## config.mk

```make
export PLATFORM = sky130hd
export DESIGN_NAME = vector_speed_slew_limiter_flat
export DESIGN_NICKNAME = d
export VERILOG_FILES = /design/src/hdl/vssl_pkg.sv /design/src/hdl/vssl_if.sv /design/src/hdl/vssl_rdiv.sv /design/src/hdl/vector_speed_slew_limiter.sv /design/src/flat_wrapper.sv
export SDC_FILE = /design/constraint.sdc
export NUM_CORES = 2
export LEC_CHECK = 0
export BUFFER_PORTS_ARGS = -buffer_cell sky130_fd_sc_hd__buf_2
export CAP_MARGIN = 20
export CORE_UTILIZATION = 60
export CTS_CLUSTER_SIZE = 12
export DETAILED_ROUTE_END_ITERATION = 7
export GPL_TIMING_DRIVEN = 0
export PLACE_DENSITY = 0.78
export SLEW_MARGIN = 0
export SYNTH_ARGS = -nofsm -noshare
export SYNTH_HDL_FRONTEND = slang
export SYNTH_SLANG_ARGS = --single-unit
```

## constraint.sdc

```tcl
create_clock -name i_clk -period 18.62 [get_ports i_clk]
set_clock_uncertainty 0.2 [all_clocks]
set_input_delay 0.931 -clock i_clk [delete_from_list [all_inputs] [get_ports i_clk]]
set_output_delay 0.931 -clock i_clk [all_outputs]
set_load 0.01 [all_outputs]
```

## src/hdl/vssl_pkg.sv

```systemverilog
package vssl_pkg;

    // request types
    localparam logic [1:0] REQ_TICK   = 2'd0;
    localparam logic [1:0] REQ_AUTO   = 2'd1;
    localparam logic [1:0] REQ_MANUAL = 2'd2;
    localparam logic [1:0] REQ_MODE   = 2'd3;

    // configuration port
    localparam int CFG_IDX_W  = 1;
    localparam int CFG_DATA_W = 16;
    localparam logic [CFG_IDX_W-1:0] REG_MAX_STEP    = 1'd0;
    localparam logic [CFG_IDX_W-1:0] REG_AUTO_ALWAYS = 1'd1;

    localparam int STEP_W = 16;
    localparam logic [STEP_W-1:0] STEP_RESET = 16'd10;

    // control and status of the shared root / divide unit
    typedef struct packed {
        logic load;
        logic is_div;
    } t_rd_ctl;

    typedef struct packed {
        logic busy;
        logic done;
    } t_rd_stat;

endpackage

```

## src/hdl/vssl_if.sv

```systemverilog
interface vssl_in_if #(
    parameter int VEL_WIDTH = 16
) ();
    logic                        valid;
    logic                        ready;
    logic [1:0]                  req_type;
    logic signed [VEL_WIDTH-1:0] vel_x;
    logic signed [VEL_WIDTH-1:0] vel_y;
    logic signed [VEL_WIDTH-1:0] yaw_rate;
    logic                        allow_auto;

    modport source (
        output valid, req_type, vel_x, vel_y, yaw_rate, allow_auto,
        input  ready
    );
    modport sink (
        input  valid, req_type, vel_x, vel_y, yaw_rate, allow_auto,
        output ready
    );
endinterface

interface vssl_out_if #(
    parameter int VEL_WIDTH = 16
) ();
    logic                        valid;
    logic                        ready;
    logic signed [VEL_WIDTH-1:0] out_x;
    logic signed [VEL_WIDTH-1:0] out_y;
    logic signed [VEL_WIDTH-1:0] out_yaw;

    modport source (
        output valid, out_x, out_y, out_yaw,
        input  ready
    );
    modport sink (
        input  valid, out_x, out_y, out_yaw,
        output ready
    );
endinterface

```

## src/hdl/vssl_rdiv.sv

```systemverilog
// shared restoring unit: integer square root or division, one digit a cycle
module vssl_rdiv
    import vssl_pkg::*;
#(
    parameter int W = 16
) (
    input  logic           i_clk,
    input  logic           i_rst_n,
    input  t_rd_ctl        i_ctl,
    input  logic [2*W:0]   i_num,
    input  logic [W:0]     i_den,
    output t_rd_stat       o_stat,
    output logic [W-1:0]   o_res,
    output logic [W+1:0]   o_rem
);

    localparam int CNT_W = $clog2(W + 1);

    logic             r_is_div;
    logic [W:0]       r_den;
    logic [2*W-1:0]   r_src;
    logic [W+1:0]     r_rem;
    logic [W-1:0]     r_res;
    logic [CNT_W-1:0] r_cnt;
    logic             r_busy;
    logic             r_done;

    logic [W+3:0]     shifted;
    logic [W+3:0]     trial;
    logic [W+3:0]     diff;
    logic             ge;
    logic [W+1:0]     n_rem;
    logic [W-1:0]     n_res;

    always_comb begin
        if (r_is_div) begin
            shifted = {1'b0, r_rem, r_src[2*W-1]};
            trial   = {3'b000, r_den};
        end else begin
            shifted = {r_rem, r_src[2*W-1:2*W-2]};
            trial   = {2'b00, r_res, 2'b01};
        end
        diff  = shifted - trial;
        ge    = (shifted >= trial);
        n_rem = ge ? diff[W+1:0] : shifted[W+1:0];
        n_res = {r_res[W-2:0], ge};
    end

    always_ff @(posedge i_clk) begin
        if (!i_rst_n) begin
            r_busy <= 1'b0;
            r_done <= 1'b0;
            r_cnt  <= '0;
        end else if (i_ctl.load) begin
            r_busy <= 1'b1;
            r_done <= 1'b0;
            r_cnt  <= CNT_W'(W);
        end else if (r_busy) begin
            r_cnt <= r_cnt - 1'b1;
            if (r_cnt == CNT_W'(1)) begin
                r_busy <= 1'b0;
                r_done <= 1'b1;
            end
        end else begin
            r_done <= 1'b0;
        end
    end

    always_ff @(posedge i_clk) begin
        if (i_ctl.load) begin
            r_is_div <= i_ctl.is_div;
            r_den    <= i_den;
            r_res    <= '0;
            if (i_ctl.is_div) begin
                r_rem <= {1'b0, i_num[2*W:W]};
                r_src <= {i_num[W-1:0], {W{1'b0}}};
            end else begin
                r_rem <= '0;
                r_src <= i_num[2*W-1:0];
            end
        end else if (r_busy) begin
            r_rem <= n_rem;
            r_res <= n_res;
            r_src <= r_is_div ? {r_src[2*W-2:0], 1'b0} : {r_src[2*W-3:0], 2'b00};
        end
    end

    assign o_stat.busy = r_busy;
    assign o_stat.done = r_done;
    assign o_res       = r_res;
    assign o_rem       = r_rem;

endmodule

```

## src/hdl/vector_speed_slew_limiter.sv

```systemverilog
// a tick takes the square roots of the held command and the previous output, clamps the speed
//   step, then divides for each output component; a zero held command skips the divisions
// work runs through the shared root / divide unit; a new request is taken only while idle, so
//   a tick finishes before the next is accepted; a stalled result holds the input off
// reset: synchronous, active low; held command and previous output zero, auto mode clear,
//   max speed step 10
module vector_speed_slew_limiter
    import vssl_pkg::*;
#(
    parameter int VEL_WIDTH = 16
) (
    input  logic                  i_clk,
    input  logic                  i_rst_n,
    input  logic                  i_cfg_we,
    input  logic [CFG_IDX_W-1:0]  i_cfg_idx,
    input  logic [CFG_DATA_W-1:0] i_cfg_data,
    vssl_in_if.sink               i_req,
    vssl_out_if.source            o_res
);

    localparam int W = VEL_WIDTH;

    // sequencer states
    localparam logic [3:0] ST_IDLE      = 4'd0;
    localparam logic [3:0] ST_SQ_A      = 4'd1;  // square of x component
    localparam logic [3:0] ST_SQ_B      = 4'd2;  // square of y component
    localparam logic [3:0] ST_SUM       = 4'd3;  // start square root
    localparam logic [3:0] ST_SQRT_WAIT = 4'd4;
    localparam logic [3:0] ST_CLAMP     = 4'd5;
    localparam logic [3:0] ST_MUL       = 4'd6;  // speed times |component|
    localparam logic [3:0] ST_DIV_GO    = 4'd7;
    localparam logic [3:0] ST_DIV_WAIT  = 4'd8;
    localparam logic [3:0] ST_DONE      = 4'd9;

    localparam logic [W-1:0] POS_MAX = {1'b0, {(W-1){1'b1}}};
    localparam logic [W-1:0] NEG_MIN = {1'b1, {(W-1){1'b0}}};

    // state
    logic [3:0]          r_state;
    logic                r_pass;       // 0: held / x, 1: previous / y
    logic                r_auto_mode;
    logic [STEP_W-1:0]   r_max_step;
    logic signed [W-1:0] r_held_x;
    logic signed [W-1:0] r_held_y;
    logic signed [W-1:0] r_held_yaw;
    logic signed [W-1:0] r_prev_x;
    logic signed [W-1:0] r_prev_y;

    // datapath
    logic [2*W-1:0]      r_prod;
    logic [2*W-1:0]      r_acc;
    logic [W-1:0]        r_cur;
    logic [W-1:0]        r_last;
    logic [W-1:0]        r_speed;
    logic [W-1:0]        r_nx;
    logic [W-1:0]        r_ny;

    // output register
    logic                r_ov;
    logic [W-1:0]        r_out_x;
    logic [W-1:0]        r_out_y;
    logic [W-1:0]        r_out_yaw;

    logic                in_acc;
    logic                out_free;
    logic signed [W-1:0] comp;
    logic [W-1:0]        abs_c;
    logic [W-1:0]        mul_a;
    logic [2*W-1:0]      n_prod;
    logic [W-1:0]        root;
    logic [W+15:0]       cur_e;
    logic [W+15:0]       last_e;
    logic [W+15:0]       step_e;
    logic [W+15:0]       up_e;
    logic [W+15:0]       dn_e;
    logic [W-1:0]        n_speed;
    logic [W-1:0]        speed_sat;
    logic [W-1:0]        quo_sat;

    t_rd_ctl             rd_ctl;
    t_rd_stat            rd_stat;
    logic [2*W:0]        rd_num;
    logic [W:0]          rd_den;
    logic [W-1:0]        rd_res;
    logic [W+1:0]        rd_rem;

    assign i_req.ready = (r_state == ST_IDLE);
    assign in_acc      = i_req.valid && i_req.ready;
    // output register can take a new result when empty or being drained
    assign out_free    = !r_ov || o_res.ready;

    // component that feeds the multiplier or sets the quotient sign in this step
    always_comb begin
        if ((r_state == ST_MUL) || (r_state == ST_DIV_WAIT)) begin
            comp = r_pass ? r_held_y : r_held_x;
        end else if (r_state == ST_SQ_B) begin
            comp = r_pass ? r_prev_y : r_held_y;
        end else begin
            comp = r_pass ? r_prev_x : r_held_x;
        end
        // most negative value maps to its magnitude as an unsigned number
        abs_c  = comp[W-1] ? (~comp + 1'b1) : comp;
        mul_a  = (r_state == ST_MUL) ? r_speed : abs_c;
        n_prod = mul_a * abs_c;
    end

    // square root rounded to nearest, remainder above root rounds up
    assign root = rd_res + W'(rd_rem > {2'b00, rd_res});

    // magnitude step limit, extended so any step width compares safely
    always_comb begin
        cur_e  = {16'd0, r_cur};
        last_e = {16'd0, r_last};
        step_e = {{W{1'b0}}, r_max_step};
        up_e   = last_e + step_e;
        dn_e   = last_e - step_e;
        if (r_cur > r_last) begin
            n_speed = ((cur_e - last_e) > step_e) ? up_e[W-1:0] : r_cur;
        end else begin
            n_speed = ((last_e - cur_e) > step_e) ? dn_e[W-1:0] : r_cur;
        end
    end

    assign speed_sat = (r_speed > POS_MAX) ? POS_MAX : r_speed;

    // signed saturation of the scaled magnitude
    always_comb begin
        if (comp[W-1]) begin
            quo_sat = (rd_res > NEG_MIN) ? NEG_MIN : (~rd_res + 1'b1);
        end else begin
            quo_sat = (rd_res > POS_MAX) ? POS_MAX : rd_res;
        end
    end

    // shared unit requests: square root of x^2+y^2, or rounded division
    // (2*speed*|c| + cur) / (2*cur)
    always_comb begin
        rd_ctl.load   = (r_state == ST_SUM) || (r_state == ST_DIV_GO);
        rd_ctl.is_div = (r_state == ST_DIV_GO);
        if (r_state == ST_DIV_GO) begin
            rd_num = {r_prod, 1'b0} + {{(W+1){1'b0}}, r_cur};
        end else begin
            rd_num = {1'b0, r_acc + r_prod};
        end
        rd_den = {r_cur, 1'b0};
    end

    vssl_rdiv #(
        .W(W)
    ) u_rdiv (
        .i_clk   (i_clk),
        .i_rst_n (i_rst_n),
        .i_ctl   (rd_ctl),
        .i_num   (rd_num),
        .i_den   (rd_den),
        .o_stat  (rd_stat),
        .o_res   (rd_res),
        .o_rem   (rd_rem)
    );

    // control: sequencer, mode flag, configuration, output valid
    always_ff @(posedge i_clk) begin
        if (!i_rst_n) begin
            r_state     <= ST_IDLE;
            r_pass      <= 1'b0;
            r_auto_mode <= 1'b0;
            r_max_step  <= STEP_RESET;
            r_ov        <= 1'b0;
            r_held_x    <= '0;
            r_held_y    <= '0;
            r_held_yaw  <= '0;
            r_prev_x    <= '0;
            r_prev_y    <= '0;
        end else begin
            // output register loads at the end of tick work, else empties when taken
            if ((r_state == ST_DONE) && out_free) begin
                r_ov <= 1'b1;
            end else if (o_res.ready) begin
                r_ov <= 1'b0;
            end

            // config writes are to come only while idle; the block itself does not enforce this
            if (i_cfg_we) begin
                if (i_cfg_idx == REG_MAX_STEP) begin
                    r_max_step <= i_cfg_data[STEP_W-1:0];
                end
                if (i_cfg_idx == REG_AUTO_ALWAYS) begin
                    r_auto_mode <= i_cfg_data[0];
                end
            end

            unique case (r_state)
                ST_IDLE: begin
                    if (in_acc) begin
                        case (i_req.req_type)
                            REQ_TICK: begin
                                r_pass  <= 1'b0;
                                r_state <= ST_SQ_A;
                            end
                            REQ_AUTO, REQ_MANUAL: begin
                                // only the source selected by the mode flag is kept
                                if ((i_req.req_type == REQ_AUTO) == r_auto_mode) begin
                                    r_held_x   <= i_req.vel_x;
                                    r_held_y   <= i_req.vel_y;
                                    r_held_yaw <= i_req.yaw_rate;
                                end
                            end
                            default: begin
                                r_auto_mode <= i_req.allow_auto;
                            end
                        endcase
                    end
                end
                ST_SQ_A: r_state <= ST_SQ_B;
                ST_SQ_B: r_state <= ST_SUM;
                ST_SUM:  r_state <= ST_SQRT_WAIT;
                ST_SQRT_WAIT: begin
                    if (rd_stat.done) begin
                        if (r_pass) begin
                            r_state <= ST_CLAMP;
                        end else begin
                            r_pass  <= 1'b1;
                            r_state <= ST_SQ_A;
                        end
                    end
                end
                ST_CLAMP: begin
                    r_pass <= 1'b0;
                    // zero held vector points along +x, skip the divisions
                    r_state <= (r_cur == '0) ? ST_DONE : ST_MUL;
                end
                ST_MUL:    r_state <= ST_DIV_GO;
                ST_DIV_GO: r_state <= ST_DIV_WAIT;
                ST_DIV_WAIT: begin
                    if (rd_stat.done) begin
                        if (r_pass) begin
                            r_state <= ST_DONE;
                        end else begin
                            r_pass  <= 1'b1;
                            r_state <= ST_MUL;
                        end
                    end
                end
                ST_DONE: begin
                    // result moves to the output register and becomes the new previous output
                    if (out_free) begin
                        if (r_cur == '0) begin
                            r_prev_x <= speed_sat;
                            r_prev_y <= '0;
                        end else begin
                            r_prev_x <= r_nx;
                            r_prev_y <= r_ny;
                        end
                        r_state  <= ST_IDLE;
                    end
                end
                default: r_state <= ST_IDLE;
            endcase
        end
    end

    // datapath registers
    always_ff @(posedge i_clk) begin
        if ((r_state == ST_SQ_A) || (r_state == ST_SQ_B) || (r_state == ST_MUL)) begin
            r_prod <= n_prod;
        end
        if (r_state == ST_SQ_B) begin
            r_acc <= r_prod;
        end
        if ((r_state == ST_SQRT_WAIT) && rd_stat.done) begin
            if (r_pass) begin
                r_last <= root;
            end else begin
                r_cur <= root;
            end
        end
        if (r_state == ST_CLAMP) begin
            r_speed <= n_speed;
        end
        if ((r_state == ST_DIV_WAIT) && rd_stat.done) begin
            if (r_pass) begin
                r_ny <= quo_sat;
            end else begin
                r_nx <= quo_sat;
            end
        end
        if ((r_state == ST_DONE) && out_free) begin
            if (r_cur == '0) begin
                r_out_x <= speed_sat;
                r_out_y <= '0;
            end else begin
                r_out_x <= r_nx;
                r_out_y <= r_ny;
            end
            r_out_yaw <= r_held_yaw;
        end
    end

    assign o_res.valid   = r_ov;
    assign o_res.out_x   = r_out_x;
    assign o_res.out_y   = r_out_y;
    assign o_res.out_yaw = r_out_yaw;

endmodule

```

## src/flat_wrapper.sv

```systemverilog
// flat-port wrapper written by rule: the top's interface ports become plain ports
module vector_speed_slew_limiter_flat import vssl_pkg::*;
#(
    parameter int VEL_WIDTH = 16
)
  (i_clk, i_rst_n, i_cfg_we, i_cfg_idx, i_cfg_data, i_req_valid, i_req_req_type, i_req_vel_x, i_req_vel_y, i_req_yaw_rate, i_req_allow_auto, i_req_ready, o_res_valid, o_res_out_x, o_res_out_y, o_res_out_yaw, o_res_ready);
  vssl_in_if #(.VEL_WIDTH(VEL_WIDTH)) i_req_i ();
  vssl_out_if #(.VEL_WIDTH(VEL_WIDTH)) o_res_i ();
  input  logic i_clk;
  input  logic i_rst_n;
  input  logic i_cfg_we;
  input  logic [CFG_IDX_W-1:0] i_cfg_idx;
  input  logic [CFG_DATA_W-1:0] i_cfg_data;
  input wire logic [$bits(i_req_i.valid)-1:0] i_req_valid;
  input wire logic [$bits(i_req_i.req_type)-1:0] i_req_req_type;
  input wire logic [$bits(i_req_i.vel_x)-1:0] i_req_vel_x;
  input wire logic [$bits(i_req_i.vel_y)-1:0] i_req_vel_y;
  input wire logic [$bits(i_req_i.yaw_rate)-1:0] i_req_yaw_rate;
  input wire logic [$bits(i_req_i.allow_auto)-1:0] i_req_allow_auto;
  output wire logic [$bits(i_req_i.ready)-1:0] i_req_ready;
  output wire logic [$bits(o_res_i.valid)-1:0] o_res_valid;
  output wire logic [$bits(o_res_i.out_x)-1:0] o_res_out_x;
  output wire logic [$bits(o_res_i.out_y)-1:0] o_res_out_y;
  output wire logic [$bits(o_res_i.out_yaw)-1:0] o_res_out_yaw;
  input wire logic [$bits(o_res_i.ready)-1:0] o_res_ready;
  assign i_req_i.valid = i_req_valid;
  assign i_req_i.req_type = i_req_req_type;
  assign i_req_i.vel_x = i_req_vel_x;
  assign i_req_i.vel_y = i_req_vel_y;
  assign i_req_i.yaw_rate = i_req_yaw_rate;
  assign i_req_i.allow_auto = i_req_allow_auto;
  assign i_req_ready = i_req_i.ready;
  assign o_res_valid = o_res_i.valid;
  assign o_res_out_x = o_res_i.out_x;
  assign o_res_out_y = o_res_i.out_y;
  assign o_res_out_yaw = o_res_i.out_yaw;
  assign o_res_i.ready = o_res_ready;
  vector_speed_slew_limiter #(.VEL_WIDTH(VEL_WIDTH)) u_core (.i_clk(i_clk), .i_rst_n(i_rst_n), .i_cfg_we(i_cfg_we), .i_cfg_idx(i_cfg_idx), .i_cfg_data(i_cfg_data), .i_req(i_req_i), .o_res(o_res_i));
endmodule
```

# Word-level counts from Yosys, hierarchy flattened
# Cells that the tools add are included.
# classes
eq_ne	19
n_mux	52
bitwise_logic	6
addsub	11
mul	1
reduce_logical	30
order_cmp	8
# ops
op	count
2-to-1 mux 16 bit	16
2-to-1 mux 32 bit	4
2-to-1 mux 18 bit	4
greater-than comparator 32 x 16 -> 1 bit	2
case mux 4 bit (10 select lines)	1
subtractor 16 x 16 -> 17 bit	2
adder 33 x 16 -> 33 bit	1
2-to-1 mux 33 bit	1
adder 16 x 1 -> 16 bit (second input constant)	2
adder 32 bit	1
greater-than comparator 16 x 15 -> 1 bit (second input constant)	2
multiplier 16 x 16 -> 32 bit	1
inverter 16 bit	2
2-to-1 mux 4 bit	7
greater-or-equal comparator 20 x 18 -> 1 bit	1
2-to-1 mux 20 bit	1
greater-than comparator 18 x 16 -> 1 bit	1
subtractor 18 bit	1
2-to-1 mux 17 bit	1
adder 16 x 1 -> 16 bit	1
adder 16 bit	1
equality test 4 x 3 -> 1 bit (second input constant)	4
greater-than comparator 16 bit	1
greater-than comparator 16 bit (second input constant)	1
other kinds (29)	68
# totals
output_inout_bits	50
register_bits	385
word_cells	156
inputBits	73

# Logic depth before layout (Yosys ltp)
# logic_depth
ltp_word	8
depth_mapped	35
mapped_depth_nobuf	32

# Cells and area by module
# A second synthesis with hierarchy kept.
# unflattened
hier_cells	3529
area_unflattened_um2	33253.1
# by_module_without_submodules
module	instances	seq_area_each_um2	cells_per_inst	area_each_um2
vector_speed_slew_limiter	1	7827.5	3027	27895.5
vssl_rdiv	1	2502.4	502	5357.6

# Worst setup path after synthesis
# OpenSTA, ideal clock, no wires.
# synth_timing
path_kind	reg2reg
from	register u_core.r_state[3]
to	register u_core.r_prod[23] (data pin)
n_path_buf	3
arrival_time_ps	8151
setup_time_ps	263
stages_incl_launch_ff	32
synth_period_minus_slack_ps	8615
t_required_ps	18157
setup_slack_ps	10005
cell_sequence	dfxtp_1 > buf_4 > or3b_1 > a21oi_2 > buf_6 > mux2_4 > clkinv_1 > ha_1 > inv_1 > nor3_2 > a31oi_1 > xnor2_1 > buf_2 > nor2_1 > fa_1 > inv_1 > fa_1 > fa_1 > fa_1 > inv_1 > fa_1 > inv_1 > fa_1 > inv_1 > ha_1 > and3_1 > and3_1 > a211oi_1 > o211ai_1 > a31o_2 > a21oi_1 > xnor2_1
# synth_via
elab_chain_cells	8
word_cells_on_any_way	11
cone_classes	add/sub (1); mul (1); eq/ne (3); mux (4); bitwise (1); reduce/logical (1)
# synth_rtl
element	line_no	source
start: declaration	vector_speed_slew_limiter.sv:39	logic [3:0] r_state;
start signal: assignment	vector_speed_slew_limiter.sv:230	r_state <= (r_cur == '0) ? ST_DONE : ST_MUL;
equality test 4 x 2 -> 1 bit (tied with other cells)	vector_speed_slew_limiter.sv:96	end else if (r_state == ST_SQ_B) begin
2-to-1 mux 16 bit / logical OR 1 bit (equally long branches)	vector_speed_slew_limiter.sv:96, vector_speed_slew_limiter.sv:94	
2-to-1 mux 16 bit	vector_speed_slew_limiter.sv:94	if ((r_state == ST_MUL) || (r_state == ST_DIV_WAIT)) begin
inverter 16 bit	vector_speed_slew_limiter.sv:102	abs_c = comp[W-1] ? (~comp + 1'b1) : comp;
adder 16 x 1 -> 16 bit	vector_speed_slew_limiter.sv:102	
2-to-1 mux 16 bit	vector_speed_slew_limiter.sv:102	
2-to-1 mux 16 bit	vector_speed_slew_limiter.sv:103	mul_a = (r_state == ST_MUL) ? r_speed : abs_c;
multiplier 16 x 16 -> 32 bit *	vector_speed_slew_limiter.sv:104	n_prod = mul_a * abs_c;
named net u_core.n_prod[23]	vector_speed_slew_limiter.sv:69	logic [2*W-1:0] n_prod;
end signal: assignment	vector_speed_slew_limiter.sv:265	r_prod <= n_prod;
end: declaration	vector_speed_slew_limiter.sv:50	logic [2*W-1:0] r_prod;
# The timed path passes the listed nets; every way through them passes the cells marked *.
# A chain may end at the register's enable or synchronous reset.

# Worst setup path after layout
# layout_timing
from	register u_core.r_state[3]
to	register u_core.r_prod[26] (data pin)
# Same word-level chain as after synthesis.

==> insert_results.sql <==
INSERT INTO impl_metrics (metric_group, metric, value, unit) VALUES
('floorplanning', 'die-height', '237', 'um'),
('layout', 'commonest_cells_after_routing_fill_and_taps_aside', 'nand2_1, inv_1, ha_1', ''),
('synth', 'yosys.area_share.adder', '0.229', ''),
('placed_design', 'place.gp.congestion', '1.03', ''),
('grt', 'grt_pass1_vias', '26900', ''),
('synth', 'synth_fp_nets', '4067', ''),
('clocking', 'postCtsSetupRepairBufs', '0', ''),
('route', 'antenna_violating_nets_post_route', '0', ''),
('synth', 'largest_family_of_logic_cells_by_synthesized_area', 'adder cells', ''),
('layout', 'multi_input_comb_area', '20800', 'sq um'),
('clocking', 'cts-hold-fix-buffers', '0', ''),
('route', 'met1_length', '40100', 'um'),
('synth', 'ys_warn_count', '0', ''),
('job', 'maxCapViolations', '0', ''),
('route', 'drt-pass1-iter-count', '7', ''),
('synth', 'synth-simple-area-share', '0.137', ''),
('synth', 'synth_area_leader_cell', 'edfxtp_1', ''),
('layout', 'n_antenna_cell', '0', ''),
('synth', 'synth.top_cells.by_area', 'edfxtp_1, fa_1, ha_1, dfxtp_1, nand2_1', ''),
('timing', 'max_freq', '94.8', 'MHz'),
('status', 'run_status', 'complete, no violations', ''),
('grt', 'grt_overflow', '0', ''),
('synth', 'yosys.cell_types.count', '95', ''),
('synth', 'post-synth-top-area-fraction', '0.234', ''),
('worst_setup_path', 'worst_path_most_repeated_cell', 'fa_1', ''),
('clocking', 'cts_inserted_buffers', '43', ''),
('floorplanning', 'io_pins', '123', ''),
('pwr', 'cellPowerDensity', '59.7', 'nW/um^2'),
('synth', 'ys_seq_elements', '385', ''),
('worst_setup_path', 'worstSetupEndpointType', 'flip-flop', ''),
('route', 'finalWirelength', '101000', 'um'),
('route', 'routed_wire_length_per_instance', '22.9', 'um'),
('layout', 'post-route-util', '0.667', ''),
('timing', 'rsz0062_at_grt', 'no', ''),
('placed_design', 'place.detailed.hpwl', '79600', 'um'),
('timing', 'maxSlewHeadroom', '0.144', ''),
('layout', 'final_common_cell', 'nand2_1', ''),
('hold_path', 'worst_hold_path_type', 'flip-flop to flip-flop', ''),
('layout', 'finish.net_count', '4248', ''),
('clocking', 'ctsHtreeMaxLevel', '2', ''),
('timing', 'finalCriticalPeriod', '10.55', 'ns'),
('timing', 'final-setup-viol-count', '0', ''),
('clocking', 'clk_pin_slew', '0.06', 'ns'),
('floorplanning', 'fp-row-count', '85', ''),
('worst_setup_path', 'critPathLaunchType', 'flip-flop', ''),
('timing', 'final_max_slew_viol_count', '0', ''),
('placed_design', 'buffer_ports.inserted', '121', ''),
('grt', 'global_route_wire_length_before_repair', '154000', 'um'),
('floorplanning', 'dieArea', '56300', 'sq um'),
('synth', 'post_synth_xor_area_fraction', '0.0402', ''),
('synth', 'synth.mux.area_fraction', '0.0510', ''),
('floorplanning', 'coreArea', '54200', 'sq um'),
('route', 'detail_route.vias_per_cell', '6.37', ''),
('synth', 'ys_seq_area_frac', '0.310', ''),
('clocking', 'clk_path_buf_depth', '3', ''),
('pwr', 'static-leakage-power', '14.9', 'nW'),
('floorplanning', 'initial_core_util', '0.612', ''),
('synth', 'synth.cell_area', '33200', 'sq um'),
('grt', 'grt_max_degree', '42', ''),
('clocking', 'ctsRootBufferMaster', 'clkbuf_16', ''),
('timing', 'final.period_utilization', '0.567', ''),
('worst_setup_path', 'slowest_delay', '0.94', 'ns'),
('worst_setup_path', 'slowest_stage', 'xnor2_1', ''),
('worst_setup_path', 'criticalPathCategory', 'flip-flop to flip-flop', ''),
('grt', 'global_route.usage.total', '0.359', ''),
('route', 'detailroute.via_count', '28100', ''),
('layout', 'ff_latch_area', '10300', 'sq um'),
('worst_setup_path', 'worst-path-buf-inv', '9', ''),
('worst_setup_path', 'cp-startpoint', 'u_core.r_state[3]', ''),
('layout', 'n_fill_cell', '4385', ''),
('route', 'initialDrtViolationCount', '3151', '');
==> registers in the layout, indices dropped and copies added, names as in the netlist, 5 cells and up <==
signal                count
u_core.o_res.out_x       16
u_core.o_res.out_y       16
u_core.o_res.out_yaw     16
u_core.r_acc             32
u_core.r_cur             16
u_core.r_held_x          16
u_core.r_held_y          16
u_core.r_held_yaw        16
u_core.r_last            16
u_core.r_max_step        16
u_core.r_nx              16
u_core.r_ny              16
u_core.r_prev_x          16
u_core.r_prev_y          16
u_core.r_prod            32
u_core.r_speed           16
u_core.u_rdiv.o_rem      18
u_core.u_rdiv.o_res      16
u_core.u_rdiv.r_cnt       5
u_core.u_rdiv.r_den      16
u_core.u_rdiv.r_src      32
==> logic make-up (layout without fill, tap and decap cells) <==
group                    after synthesis  count (layout)
buffers and inverters                548             761
AND/OR/NAND/NOR                      982             982
adder cells (fa/ha/maj)              487             487
XOR/XNOR                             148             148
AO/OA/AOI/OAI                        811             811
multiplexers                         146             146
flip-flops                           385             385
==> area by class of cell <==
| type | count | share of cell area |
|---|---|---|
| buffer | 168 | 0.0201 |
| clock buffer | 61 | 0.0327 |
| clock inverter | 16 | 0.00415 |
| inverter | 380 | 0.0395 |
| multi-input combinational | 2574 | 0.574 |
| sequential | 385 | 0.285 |
| tap | 696 | 0.0241 |
| timing repair buffer | 136 | 0.0212 |
==> metrics by stage <==
step           power (mW)  instance area, sq um  instances  hold WS (ns)  setup slack, ns
4_1_cts              2.16                 36200       4415         0.227             8.26
6_report             2.16                 36200       4416         0.225             8.07
5_1_grt              2.23                 36200       4416         0.233             7.73
3_3_place_gp         1.34                 34700       4324         0.211             8.04
2_1_floorplan        1.22                 33200       3507         0.208            10.01
3_5_place_dp         1.35                 34800       4338         0.215             8.30
==> worst paths after layout <==
check             cells after the start  slack, ns                       to
hold reg to reg                       0       0.23  u_core.o_res.out_yaw[1]
setup / recovery                     32       8.07        u_core.r_prod[26]
setup reg to reg                     32       8.07        u_core.r_prod[26]
hold / removal                        0       0.23  u_core.o_res.out_yaw[1]
==> cell usage after synthesis (all sizes together), types with 22 or more instances <==
master and n:
clkbuf 125, inv 379, nor2 241, o211ai 51
buf 43, o22ai 37, o21ai 136, a21boi 106
a21oi 162, xor2 46, edfxtp 259, mux2i 88
o21bai 22, a211oi 45, o21a 25, dfxtp 126
nor3 48, and2 31, a21o 65, nand4 32
mux2 47, xnor2 102, nor2b 31, ha 286
fa 201, nand2b 23, nand3 62, nand2 406
==> per-layer routing <==
layer	vias to the layer above	GRT usage
met3	291	0.0712
met1	13500	0.488
met2	1684	0.556
li1	12700	-
met4	2	0.161
met5	-	0
==> report_power, final <==
group | leakage [nW] | total, mW | internal (mW) | switching, mW
logic | 10.8 | 0.398 | 0.143 | 0.255
clock network | 0.650 | 0.818 | 0.450 | 0.368
registers | 3.41 | 0.944 | 0.926 | 0.0187
Note: power is estimated with default switching activity, not from simulation.
